## src/lfps_pkg.sv

```systemverilog
// shared types, constants and register codes of the line follower steering block
// used by every module of the block and by the channel interfaces
package lfps_pkg;

	localparam int SENSOR_COUNT   = 8;
	localparam int GAIN_FRAC_BITS = 8;
	localparam int REFL_FIELDS    = 8;
	localparam int SUM_COUNT      = (SENSOR_COUNT < REFL_FIELDS) ? SENSOR_COUNT : REFL_FIELDS;

	localparam int REFL_W    = 10;
	localparam int POS_W     = 13;
	localparam int LIM_W     = 13;
	localparam int SPEED_W   = 8;
	localparam int GAIN_W    = 16;
	localparam int CFG_W     = 16;
	localparam int CFG_IDX_W = 3;

	localparam int SUM_W = $clog2(SUM_COUNT * ((1 << REFL_W) - 1) + 1);
	localparam int CMP_W = (SUM_W > LIM_W) ? SUM_W : LIM_W;

	localparam int ERR_W   = POS_W + 1;
	localparam int DER_W   = ERR_W + 1;
	localparam int ACC_W   = 32;
	localparam int PP_W    = GAIN_W + ERR_W;
	localparam int PI_W    = GAIN_W + ACC_W;
	localparam int PD_W    = GAIN_W + DER_W;
	localparam int TOT_W   = PI_W + 2;
	localparam int CORR_W  = 16;
	localparam int WHEEL_W = CORR_W + 2;

	localparam int Q_DEPTH = 2;
	localparam int Q_PTR_W = (Q_DEPTH > 1) ? $clog2(Q_DEPTH) : 1;
	localparam int Q_CNT_W = $clog2(Q_DEPTH + 1);

	localparam logic [CFG_IDX_W-1:0] REG_GAIN_PROP  = 3'd0;
	localparam logic [CFG_IDX_W-1:0] REG_GAIN_INTEG = 3'd1;
	localparam logic [CFG_IDX_W-1:0] REG_GAIN_DERIV = 3'd2;
	localparam logic [CFG_IDX_W-1:0] REG_BASE_SPEED = 3'd3;
	localparam logic [CFG_IDX_W-1:0] REG_SPEED_CAP  = 3'd4;
	localparam logic [CFG_IDX_W-1:0] REG_SUM_LOW    = 3'd5;
	localparam logic [CFG_IDX_W-1:0] REG_SUM_HIGH   = 3'd6;
	localparam logic [CFG_IDX_W-1:0] REG_CENTER     = 3'd7;

	localparam logic signed [GAIN_W-1:0] RST_GAIN_PROP  = 16'sd26;
	localparam logic signed [GAIN_W-1:0] RST_GAIN_INTEG = 16'sd0;
	localparam logic signed [GAIN_W-1:0] RST_GAIN_DERIV = 16'sd128;
	localparam logic [SPEED_W-1:0]       RST_BASE_SPEED = 8'd150;
	localparam logic [SPEED_W-1:0]       RST_SPEED_CAP  = 8'd255;
	localparam logic [LIM_W-1:0]         RST_SUM_LOW    = 13'd1000;
	localparam logic [LIM_W-1:0]         RST_SUM_HIGH   = 13'd4500;
	localparam logic [POS_W-1:0]         RST_CENTER     = 13'd3500;

	typedef struct packed {
		logic signed [GAIN_W-1:0] gain_prop;
		logic signed [GAIN_W-1:0] gain_integ;
		logic signed [GAIN_W-1:0] gain_deriv;
		logic [SPEED_W-1:0]       base_speed;
		logic [SPEED_W-1:0]       speed_cap;
		logic [LIM_W-1:0]         sum_low_limit;
		logic [LIM_W-1:0]         sum_high_limit;
		logic [POS_W-1:0]         center_position;
	} cfg_t;

	typedef struct packed {
		logic [POS_W-1:0]  line_position;
		logic [REFL_W-1:0] refl_0;
		logic [REFL_W-1:0] refl_1;
		logic [REFL_W-1:0] refl_2;
		logic [REFL_W-1:0] refl_3;
		logic [REFL_W-1:0] refl_4;
		logic [REFL_W-1:0] refl_5;
		logic [REFL_W-1:0] refl_6;
		logic [REFL_W-1:0] refl_7;
	} sensor_t;

	typedef struct packed {
		logic [SPEED_W-1:0] left_speed;
		logic [SPEED_W-1:0] right_speed;
		logic               halted;
	} drive_t;

	typedef struct packed {
		logic                    halt;
		logic signed [ERR_W-1:0] err;
	} q_entry_t;

	typedef struct packed {
		logic     empty;
		logic     full;
		q_entry_t head;
	} q_status_t;

endpackage

```

## src/lfps_sensor_if.sv

```systemverilog
// sensor frame channel: valid, ready and one sensor frame
// depends on lfps_pkg for the payload type
interface lfps_sensor_if;
	logic             valid;
	logic             ready;
	lfps_pkg::sensor_t data;

	modport source(output valid, output data, input ready);
	modport sink(input valid, input data, output ready);
endinterface

```

## src/lfps_drive_if.sv

```systemverilog
// wheel command channel: valid, ready and one pair of wheel speeds
// depends on lfps_pkg for the payload type
interface lfps_drive_if;
	logic            valid;
	logic            ready;
	lfps_pkg::drive_t data;

	modport source(output valid, output data, input ready);
	modport sink(input valid, input data, output ready);
endinterface

```

## src/line_follow_pid_steer.sv

```systemverilog
// top level of the line follower pid steering block
// depends on lfps_pkg, lfps_sensor_if, lfps_drive_if and the lfps_* modules
//
//  channel  | dir | handshake     | payload
//  ---------+-----+---------------+------------------------------------------
//  sensor   | in  | valid / ready | line_position, refl_0 .. refl_7
//  drive    | out | valid / ready | left_speed, right_speed, halted
//  cfg      | in  | cfg_we        | cfg_addr register index, cfg_data value
//
// one frame a cycle sustained while the drive channel takes commands; a frame's
// command passes through its queue entry, then three back end stages and the
// output register
// reset clears the queue, the pipeline valids, the integral and the last error,
// and loads the register defaults
// a stalled drive channel holds the whole back end; the two-entry queue fills
// and then sensor ready drops
module line_follow_pid_steer (
	input  logic                           clk,
	input  logic                           arst_n,
	input  logic                           cfg_we,
	input  logic [lfps_pkg::CFG_IDX_W-1:0] cfg_addr,
	input  logic [lfps_pkg::CFG_W-1:0]     cfg_data,
	lfps_sensor_if.sink                    sensor,
	lfps_drive_if.source                   drive
);

	lfps_pkg::cfg_t      cfg;
	lfps_pkg::q_entry_t  entry;
	lfps_pkg::q_status_t q_status;
	logic                push;
	logic                pop;

	lfps_cfg u_cfg (
		.clk    (clk),
		.arst_n (arst_n),
		.we     (cfg_we),
		.addr   (cfg_addr),
		.data   (cfg_data),
		.cfg    (cfg)
	);

	lfps_front u_front (
		.sensor (sensor),
		.cfg    (cfg),
		.q_full (q_status.full),
		.push   (push),
		.entry  (entry)
	);

	lfps_queue u_queue (
		.clk    (clk),
		.arst_n (arst_n),
		.push   (push),
		.entry  (entry),
		.pop    (pop),
		.status (q_status)
	);

	lfps_back u_back (
		.clk    (clk),
		.arst_n (arst_n),
		.cfg    (cfg),
		.q      (q_status),
		.pop    (pop),
		.drive  (drive)
	);

endmodule

```

## src/lfps_cfg.sv

```systemverilog
// configuration register bank, written through a plain write port
// depends on lfps_pkg for register codes, reset values and cfg_t
module lfps_cfg (
	input  logic                           clk,
	input  logic                           arst_n,
	input  logic                           we,
	input  logic [lfps_pkg::CFG_IDX_W-1:0] addr,
	input  logic [lfps_pkg::CFG_W-1:0]     data,
	output lfps_pkg::cfg_t                 cfg
);

	lfps_pkg::cfg_t cfg_q;

	always_ff @(posedge clk or negedge arst_n) begin
		if (!arst_n) begin
			cfg_q.gain_prop       <= lfps_pkg::RST_GAIN_PROP;
			cfg_q.gain_integ      <= lfps_pkg::RST_GAIN_INTEG;
			cfg_q.gain_deriv      <= lfps_pkg::RST_GAIN_DERIV;
			cfg_q.base_speed      <= lfps_pkg::RST_BASE_SPEED;
			cfg_q.speed_cap       <= lfps_pkg::RST_SPEED_CAP;
			cfg_q.sum_low_limit   <= lfps_pkg::RST_SUM_LOW;
			cfg_q.sum_high_limit  <= lfps_pkg::RST_SUM_HIGH;
			cfg_q.center_position <= lfps_pkg::RST_CENTER;
		end else if (we) begin
			case (addr)
				lfps_pkg::REG_GAIN_PROP: begin
					cfg_q.gain_prop <= data[lfps_pkg::GAIN_W-1:0];
				end
				lfps_pkg::REG_GAIN_INTEG: begin
					cfg_q.gain_integ <= data[lfps_pkg::GAIN_W-1:0];
				end
				lfps_pkg::REG_GAIN_DERIV: begin
					cfg_q.gain_deriv <= data[lfps_pkg::GAIN_W-1:0];
				end
				lfps_pkg::REG_BASE_SPEED: begin
					cfg_q.base_speed <= data[lfps_pkg::SPEED_W-1:0];
				end
				lfps_pkg::REG_SPEED_CAP: begin
					cfg_q.speed_cap <= data[lfps_pkg::SPEED_W-1:0];
				end
				lfps_pkg::REG_SUM_LOW: begin
					cfg_q.sum_low_limit <= data[lfps_pkg::LIM_W-1:0];
				end
				lfps_pkg::REG_SUM_HIGH: begin
					cfg_q.sum_high_limit <= data[lfps_pkg::LIM_W-1:0];
				end
				lfps_pkg::REG_CENTER: begin
					cfg_q.center_position <= data[lfps_pkg::POS_W-1:0];
				end
				default: begin
				end
			endcase
		end
	end

	assign cfg = cfg_q;

endmodule

```

## src/lfps_front.sv

```systemverilog
// front end: takes sensor frames, sums the reflectances, checks the window
// and forms the position error; depends on lfps_pkg and lfps_sensor_if
module lfps_front (
	lfps_sensor_if.sink            sensor,
	input  lfps_pkg::cfg_t         cfg,
	input  logic                   q_full,
	output logic                   push,
	output lfps_pkg::q_entry_t     entry
);

	logic [lfps_pkg::REFL_W-1:0] refl [lfps_pkg::REFL_FIELDS];
	logic [lfps_pkg::SUM_W-1:0]  sum;
	logic [lfps_pkg::CMP_W-1:0]  sum_c;

	assign refl[0] = sensor.data.refl_0;
	assign refl[1] = sensor.data.refl_1;
	assign refl[2] = sensor.data.refl_2;
	assign refl[3] = sensor.data.refl_3;
	assign refl[4] = sensor.data.refl_4;
	assign refl[5] = sensor.data.refl_5;
	assign refl[6] = sensor.data.refl_6;
	assign refl[7] = sensor.data.refl_7;

	always_comb begin
		sum = '0;
		for (int i = 0; i < lfps_pkg::SUM_COUNT; i++) begin
			sum = sum + lfps_pkg::SUM_W'(refl[i]);
		end
	end

	assign sum_c = lfps_pkg::CMP_W'(sum);

	assign sensor.ready = !q_full;
	assign push         = sensor.valid && !q_full;

	assign entry.halt = (sum_c < lfps_pkg::CMP_W'(cfg.sum_low_limit)) ||
		(sum_c > lfps_pkg::CMP_W'(cfg.sum_high_limit));
	assign entry.err  = $signed({1'b0, cfg.center_position}) -
		$signed({1'b0, sensor.data.line_position});

endmodule

```

## src/lfps_queue.sv

```systemverilog
// short queue of classified frames between front and back end
// depends on lfps_pkg for the entry and status types
module lfps_queue (
	input  logic                clk,
	input  logic                arst_n,
	input  logic                push,
	input  lfps_pkg::q_entry_t  entry,
	input  logic                pop,
	output lfps_pkg::q_status_t status
);

	lfps_pkg::q_entry_t              mem_q [lfps_pkg::Q_DEPTH];
	logic [lfps_pkg::Q_PTR_W-1:0]    wr_ptr_q;
	logic [lfps_pkg::Q_PTR_W-1:0]    rd_ptr_q;
	logic [lfps_pkg::Q_CNT_W-1:0]    cnt_q;

	function automatic logic [lfps_pkg::Q_PTR_W-1:0] ptr_next(
		input logic [lfps_pkg::Q_PTR_W-1:0] p
	);
		if (p == lfps_pkg::Q_PTR_W'(lfps_pkg::Q_DEPTH - 1)) begin
			return '0;
		end
		return p + lfps_pkg::Q_PTR_W'(1);
	endfunction

	always_ff @(posedge clk or negedge arst_n) begin
		if (!arst_n) begin
			wr_ptr_q <= '0;
			rd_ptr_q <= '0;
			cnt_q    <= '0;
		end else begin
			if (push) begin
				wr_ptr_q <= ptr_next(wr_ptr_q);
			end
			if (pop) begin
				rd_ptr_q <= ptr_next(rd_ptr_q);
			end
			if (push && !pop) begin
				cnt_q <= cnt_q + lfps_pkg::Q_CNT_W'(1);
			end else if (pop && !push) begin
				cnt_q <= cnt_q - lfps_pkg::Q_CNT_W'(1);
			end
		end
	end

	always_ff @(posedge clk) begin
		if (push) begin
			mem_q[wr_ptr_q] <= entry;
		end
	end

	assign status.empty = (cnt_q == '0);
	assign status.full  = (cnt_q == lfps_pkg::Q_CNT_W'(lfps_pkg::Q_DEPTH));
	assign status.head  = mem_q[rd_ptr_q];

endmodule

```

## src/lfps_back.sv

```systemverilog
// back end: pid update with saturating integral, gain products, rounding
// toward zero and wheel clamps; depends on lfps_pkg and lfps_drive_if
module lfps_back (
	input  logic                clk,
	input  logic                arst_n,
	input  lfps_pkg::cfg_t      cfg,
	input  lfps_pkg::q_status_t q,
	output logic                pop,
	lfps_drive_if.source        drive
);

	localparam int F = lfps_pkg::GAIN_FRAC_BITS;
	localparam logic signed [lfps_pkg::TOT_W-1:0] CORR_MAX =
		lfps_pkg::TOT_W'((1 << (lfps_pkg::CORR_W - 1)) - 1);
	localparam logic signed [lfps_pkg::TOT_W-1:0] CORR_MIN = -CORR_MAX - lfps_pkg::TOT_W'(1);
	localparam logic signed [lfps_pkg::TOT_W-1:0] ROUND_BIAS = lfps_pkg::TOT_W'((1 << F) - 1);
	localparam logic signed [lfps_pkg::ACC_W-1:0] ACC_MAX = {1'b0, {(lfps_pkg::ACC_W-1){1'b1}}};
	localparam logic signed [lfps_pkg::ACC_W-1:0] ACC_MIN = {1'b1, {(lfps_pkg::ACC_W-1){1'b0}}};

	logic                               adv;
	logic signed [lfps_pkg::ACC_W-1:0]  accum_q;
	logic signed [lfps_pkg::ERR_W-1:0]  prev_err_q;
	logic signed [lfps_pkg::ACC_W:0]    acc_sum;
	logic signed [lfps_pkg::ACC_W-1:0]  acc_next;
	logic signed [lfps_pkg::DER_W-1:0]  der_next;

	logic                               valid_s1, valid_s2, valid_s3;
	logic                               halt_s1, halt_s2, halt_s3;
	logic signed [lfps_pkg::ERR_W-1:0]  err_s1;
	logic signed [lfps_pkg::ACC_W-1:0]  acc_s1;
	logic signed [lfps_pkg::DER_W-1:0]  der_s1;
	logic signed [lfps_pkg::PP_W-1:0]   pp_s2;
	logic signed [lfps_pkg::PI_W-1:0]   pi_s2;
	logic signed [lfps_pkg::PD_W-1:0]   pd_s2;
	logic signed [lfps_pkg::TOT_W-1:0]  total_s3;

	logic signed [lfps_pkg::TOT_W-1:0]  biased;
	logic signed [lfps_pkg::TOT_W-1:0]  shifted;
	logic signed [lfps_pkg::CORR_W-1:0] corr;
	logic signed [lfps_pkg::WHEEL_W-1:0] base_w;
	logic signed [lfps_pkg::WHEEL_W-1:0] left_w;
	logic signed [lfps_pkg::WHEEL_W-1:0] right_w;

	logic                               out_valid_q;
	lfps_pkg::drive_t                   out_q;

	function automatic logic [lfps_pkg::SPEED_W-1:0] wheel_clamp(
		input logic signed [lfps_pkg::WHEEL_W-1:0] v,
		input logic [lfps_pkg::SPEED_W-1:0]        mx
	);
		if (v < 0) begin
			return '0;
		end
		if (v > $signed(lfps_pkg::WHEEL_W'(mx))) begin
			return mx;
		end
		return v[lfps_pkg::SPEED_W-1:0];
	endfunction

	assign adv = !out_valid_q || drive.ready;
	assign pop = !q.empty && adv;

	// saturating integral and derivative for the head entry
	always_comb begin
		acc_sum = (lfps_pkg::ACC_W+1)'(accum_q) + (lfps_pkg::ACC_W+1)'(q.head.err);
		if (acc_sum[lfps_pkg::ACC_W] != acc_sum[lfps_pkg::ACC_W-1]) begin
			acc_next = acc_sum[lfps_pkg::ACC_W] ? ACC_MIN : ACC_MAX;
		end else begin
			acc_next = acc_sum[lfps_pkg::ACC_W-1:0];
		end
		der_next = lfps_pkg::DER_W'(q.head.err) - lfps_pkg::DER_W'(prev_err_q);
	end

	always_ff @(posedge clk or negedge arst_n) begin
		if (!arst_n) begin
			accum_q     <= '0;
			prev_err_q  <= '0;
			valid_s1    <= 1'b0;
			valid_s2    <= 1'b0;
			valid_s3    <= 1'b0;
			out_valid_q <= 1'b0;
		end else if (adv) begin
			valid_s1    <= pop;
			valid_s2    <= valid_s1;
			valid_s3    <= valid_s2;
			out_valid_q <= valid_s3;
			if (pop && !q.head.halt) begin
				accum_q    <= acc_next;
				prev_err_q <= q.head.err;
			end
		end
	end

	// truncation toward zero, then 16-bit saturation
	always_comb begin
		biased  = total_s3[lfps_pkg::TOT_W-1] ? (total_s3 + ROUND_BIAS) : total_s3;
		shifted = biased >>> F;
		if (shifted > CORR_MAX) begin
			corr = CORR_MAX[lfps_pkg::CORR_W-1:0];
		end else if (shifted < CORR_MIN) begin
			corr = CORR_MIN[lfps_pkg::CORR_W-1:0];
		end else begin
			corr = shifted[lfps_pkg::CORR_W-1:0];
		end
		base_w  = $signed(lfps_pkg::WHEEL_W'(cfg.base_speed));
		left_w  = base_w - lfps_pkg::WHEEL_W'(corr);
		right_w = base_w + lfps_pkg::WHEEL_W'(corr);
	end

	always_ff @(posedge clk) begin
		if (adv) begin
			if (pop) begin
				halt_s1 <= q.head.halt;
				err_s1  <= q.head.err;
				acc_s1  <= acc_next;
				der_s1  <= der_next;
			end
			halt_s2  <= halt_s1;
			pp_s2    <= lfps_pkg::PP_W'(err_s1) * lfps_pkg::PP_W'(cfg.gain_prop);
			pi_s2    <= lfps_pkg::PI_W'(acc_s1) * lfps_pkg::PI_W'(cfg.gain_integ);
			pd_s2    <= lfps_pkg::PD_W'(der_s1) * lfps_pkg::PD_W'(cfg.gain_deriv);
			halt_s3  <= halt_s2;
			total_s3 <= lfps_pkg::TOT_W'(pp_s2) + lfps_pkg::TOT_W'(pi_s2) +
				lfps_pkg::TOT_W'(pd_s2);
			if (halt_s3) begin
				out_q.left_speed  <= '0;
				out_q.right_speed <= '0;
				out_q.halted      <= 1'b1;
			end else begin
				out_q.left_speed  <= wheel_clamp(left_w, cfg.speed_cap);
				out_q.right_speed <= wheel_clamp(right_w, cfg.speed_cap);
				out_q.halted      <= 1'b0;
			end
		end
	end

	assign drive.valid = out_valid_q;
	assign drive.data  = out_q;

endmodule

```

## src/flat_wrapper.sv

```systemverilog
// flat-port wrapper written by rule: the top's interface ports become plain ports
module line_follow_pid_steer_flat 
  (clk, arst_n, cfg_we, cfg_addr, cfg_data, sensor_valid, sensor_data, sensor_ready, drive_valid, drive_data, drive_ready);
  lfps_sensor_if sensor_i ();
  lfps_drive_if drive_i ();
  input  logic clk;
  input  logic arst_n;
  input  logic cfg_we;
  input  logic [lfps_pkg::CFG_IDX_W-1:0] cfg_addr;
  input  logic [lfps_pkg::CFG_W-1:0] cfg_data;
  input wire logic [$bits(sensor_i.valid)-1:0] sensor_valid;
  input wire logic [$bits(sensor_i.data)-1:0] sensor_data;
  output wire logic [$bits(sensor_i.ready)-1:0] sensor_ready;
  output wire logic [$bits(drive_i.valid)-1:0] drive_valid;
  output wire logic [$bits(drive_i.data)-1:0] drive_data;
  input wire logic [$bits(drive_i.ready)-1:0] drive_ready;
  assign sensor_i.valid = sensor_valid;
  assign sensor_i.data = sensor_data;
  assign sensor_ready = sensor_i.ready;
  assign drive_valid = drive_i.valid;
  assign drive_data = drive_i.data;
  assign drive_i.ready = drive_ready;
  line_follow_pid_steer u_core (.clk(clk), .arst_n(arst_n), .cfg_we(cfg_we), .cfg_addr(cfg_addr), .cfg_data(cfg_data), .sensor(sensor_i), .drive(drive_i));
endmodule
```

## config.mk

```make
export PLATFORM = sky130hd
export DESIGN_NAME = line_follow_pid_steer_flat
export DESIGN_NICKNAME = d
export VERILOG_FILES = /design/src/lfps_pkg.sv /design/src/lfps_sensor_if.sv /design/src/lfps_drive_if.sv /design/src/line_follow_pid_steer.sv /design/src/lfps_cfg.sv /design/src/lfps_front.sv /design/src/lfps_queue.sv /design/src/lfps_back.sv /design/src/flat_wrapper.sv
export SDC_FILE = /design/constraint.sdc
export NUM_CORES = 2
export LEC_CHECK = 0
export ABC_AREA = 1
export BUFFER_PORTS_ARGS = -buffer_cell sky130_fd_sc_hd__buf_2
export CORE_UTILIZATION = 50
export CTS_CLUSTER_DIAMETER = 80
export DETAILED_ROUTE_END_ITERATION = 10
export HOLD_SLACK_MARGIN = 0.02
export PLACE_DENSITY = 0.66
export SYNTH_ARGS = -nofsm -noshare
export SYNTH_HDL_FRONTEND = slang
export SYNTH_HIERARCHICAL = 1
export SYNTH_SLANG_ARGS = --single-unit
export TNS_END_PERCENT = 50
```

## constraint.sdc

```tcl
create_clock -name clk -period 9.69 [get_ports clk]
set_input_delay 0 -clock clk [delete_from_list [all_inputs] [get_ports clk]]
set_output_delay 0 -clock clk [all_outputs]
set_load 0.1 [all_outputs]
```

==> qor.txt <==
status: completed
final setup vio count: 0
H-tree Lvls: 2
IO buf count: 135
setup TNS: 0 ns
number of routed nets with antenna violations: 0
R2R depth: 23
clock buffer depth: 3
Max-slew headroom: 0.149
Worst Setup End Kind: flop
Critical Path Slowest Stage Cell: dfrtp_1
vias post-DR: 46400
clock sink total: 427
gr usage total: 0.255
Post-DP Area: 64100 µm²
Layout Nets: 8920
Filler cells: 11300
Synth Warn #: 6
# Max-Cap Violations: 0
CP delay by family, top: adder cells
CTS root buffer: clkbuf_16
Mapped Nets: 8865
CTS buffer count: 53
FF-to-FF End: u_core/u_back/pi_s2[41]
max frequency: 130 MHz
# DRC: 0
Die Y-Extent: 354 µm
Clk pin slew, worst setup/hold paths: 0.06 ns
Syn Area/Cell: 8.56 µm²
Seq. cell area: 12100 µm²
Buf/Inv on CP: 3
startpoint types: flop
CTS tree: yes
setup bufs post-CTS: 0
share of layout cells above drive strength 1: 0.0606
Seq cells post-synth: 427
vias in the first global route: 48500
Arr. time, crit path: 8.10 ns
final instance area: 66400 µm²
Core Rows: 128
Clock Skew: 0.0444 ns
die area: 125000 µm²
Max Slew Vio Count: 0
reg-to-reg startpoint: u_core/u_cfg/cfg[76]
io pins: 136
RSZ-0062 raised after global routing: false
Setup crit end: u_core/u_back/pi_s2[41]
initial antenna violation count: 7
largest net degree at the start of global routing: 80
final hold violations: 0
1st-iter DRT viols: 3716
Min Clock Period, post-route: 7.72 ns
CP Launch Point: u_core/u_cfg/cfg[76]
Vias/cell: 5.18
core region area: 122000 µm²
initial cell density of the core: 0.507
synth unique cells: 57
reg-to-reg slack, setup: 1.97 ns
worst slew pin tran: 1.28 ns
footprint of the multi-input gates: 42600 µm²
Final GP Congestion: 0.923
WS Path Type: reg2reg
Crit path largest cell delay: 1.18 ns
Synth Cell Area: 62000 µm²
Initial DRT Pass Iterations: 6
Post-synth EDFFs: 270
Final period util: 0.797
worst path required time: 10.07 ns
dominant synthesized flop cell: edfxtp_1
Detail Placement HPWL: 125000 µm
first-pass GRT wire length: 255000 µm
WL final: 156000 µm
FFs w/ async S/R, synth: 0.368
Die W: 354 µm
grt ovf: 0
Layout Area Growth over Synthesis: 7.11%
post-DR wirelength/cell: 17.3 µm
CP Max Fanout: 33
Clock Latency Late Sink: 0.67 ns
HP Class: in2async
worst-path cell chain: nand2_1 > fa_1 > fa_1 > inv_1 > ha_1 > inv_1 > fa_1 > fa_1 > fa_1 > inv_1 > ha_1 > nand2_1 > o211a_1 > o21ai_0 > a21boi_0 > o21ai_0 > a21oi_1 > o21ai_0 > a21boi_0 > o21ai_0 > a21boi_0 > o21ai_0 > xor2_1
Stages on worst setup path: 23
Synth Instances: 7244
part of the Yosys area used for sequential elements: 0.195
## routing by layer
layer	share of wire	vias up	GRT usage
li1	-	21800	-
met1	0.44	22900	0.352
met2	0.47	1555	0.419
met3	0.072	233	0.0404
met4	0.028	4	0.0708
met5	0.00015	-	0
## flip-flops by register name, summed over array words and instances (netlist names), 30 cells and up
name and count:
u_core/u_back/acc_s1 32, u_core/u_cfg/cfg 103, u_core/u_back/total_s3 50, u_core/u_back/pi_s2 48
u_core/u_queue/mem_q 30, u_core/u_back/accum_q 32, u_core/u_back/pp_s2 30, u_core/u_back/pd_s2 31
## worst reg2reg max path, delay by kind of cell (launching register included)
kind / cells / cell delay (ns)
compound gates: 10 / 2.80
fa+ha+maj: 7 / 2.96
buf+inv: 3 / 0.16
simple gates: 2 / 0.27
flops: 1 / 1.18
xor+xnor: 1 / 0.09
## through the flow
step / setup WS, ns / hold slack (ns) / instances / util
finish: 1.97 / 0.0557 / 8970 / 0.543
global route: 1.43 / 0.0675 / 8969 / 0.543
global placement: 2.13 / -0.0168 / 8822 / 0.524
CTS: 1.91 / 0.0202 / 8969 / 0.543
floorplan: 3.26 / -0.296 / 7244 / -
detailed placement: 1.96 / -0.0168 / 8822 / 0.524
## timing repair
item,in CTS,in global routing
hold buffers,47,0
endpoints found under the hold margin,203,0
resized for setup,0,0
## cell usage after synthesis (9+ instances only)
master	n	area [µm²]
nand2_1	1904	7150
inv_1	1699	6380
fa_1	1053	21100
ha_1	451	5640
a21oi_1	277	1390
nor2_1	277	1040
edfxtp_1	270	8110
nand3_1	187	936
clkbuf_1	185	694
xor2_1	149	1310
o21ai_0	142	711
dfrtp_1	123	3080
xnor2_1	95	832
or2_2	60	375
a31oi_1	40	250
dfstp_2	34	893
nand4_1	34	213
nor3_1	27	135
a21boi_0	24	180
o21bai_1	21	158
nand2_2	18	113
inv_2	16	60.1
nor2_2	16	100
buf_2	15	75.1
o21ai_1	12	60.1
buf_6	9	101
mux2_4	9	135
nand3b_1	9	67.6
## cells in the final DEF, fill, tap and decap left out, types with 34 or more instances in the layout
cell           count
ha_1             451
xnor2_1           95
buf_4             34
xor2_1           149
dlygate4sd3_1     46
nor2_1           275
dfrtp_1          123
buf_2            134
a21oi_1          277
o21ai_0          142
a31oi_1           40
fa_1            1053
nand3_1          187
nand2_1         1904
inv_1           1698
edfxtp_1         270
dfstp_2           34
nand4_1           34
clkbuf_16         53
or2_2             60
## cell families (layout without fill, tap and decap cells)
kind of cell               count (synthesis)  count (layout)  synth area share
AOI/OAI and AO/OA                        567             567            0.0509
xor gates and xnor gates                 244             244            0.0345
DFF                                      427             427             0.195
and+or+nand+nor                         2554            2554             0.167
adders and majority gates               1504            1504             0.431
buffers and inverters                   1933            2033             0.119
other                                      0               1                 0
muxes                                     15              15           0.00327
## worst min-delay path by stage
| stage | startpoint | endpoint | slack, ns | depth (start not counted) |
|---|---|---|---|---|
| after floorplan | arst_n | u_core/u_back/accum_q[0] | -0.30 | 0 |
| after global placement | arst_n | u_core/u_cfg/cfg[50] | -0.02 | 1 |
| after detailed placement | arst_n | u_core/u_cfg/cfg[50] | -0.02 | 1 |
| after CTS | arst_n | u_core/u_cfg/cfg[88] | 0.02 | 2 |
| after global routing | arst_n | u_core/u_cfg/cfg[90] | 0.07 | 2 |
| final | arst_n | u_core/u_cfg/cfg[88] | 0.06 | 2 |
## layout make-up
cell class / count / share of cell area
Antenna cell: 1 / 0.0000377
Clock buffer: 57 / 0.0202
Clock inverter: 43 / 0.00787
Inverter: 1717 / 0.0971
Multi-Input combinational cell: 4884 / 0.641
Sequential cell: 427 / 0.182
Tap cell: 1625 / 0.0306
Timing Repair Buffer: 216 / 0.0213
Power is left out: the tool's default activity adds up to more than one toggle a clock period on the data nets, which glitch-free logic cannot reach.
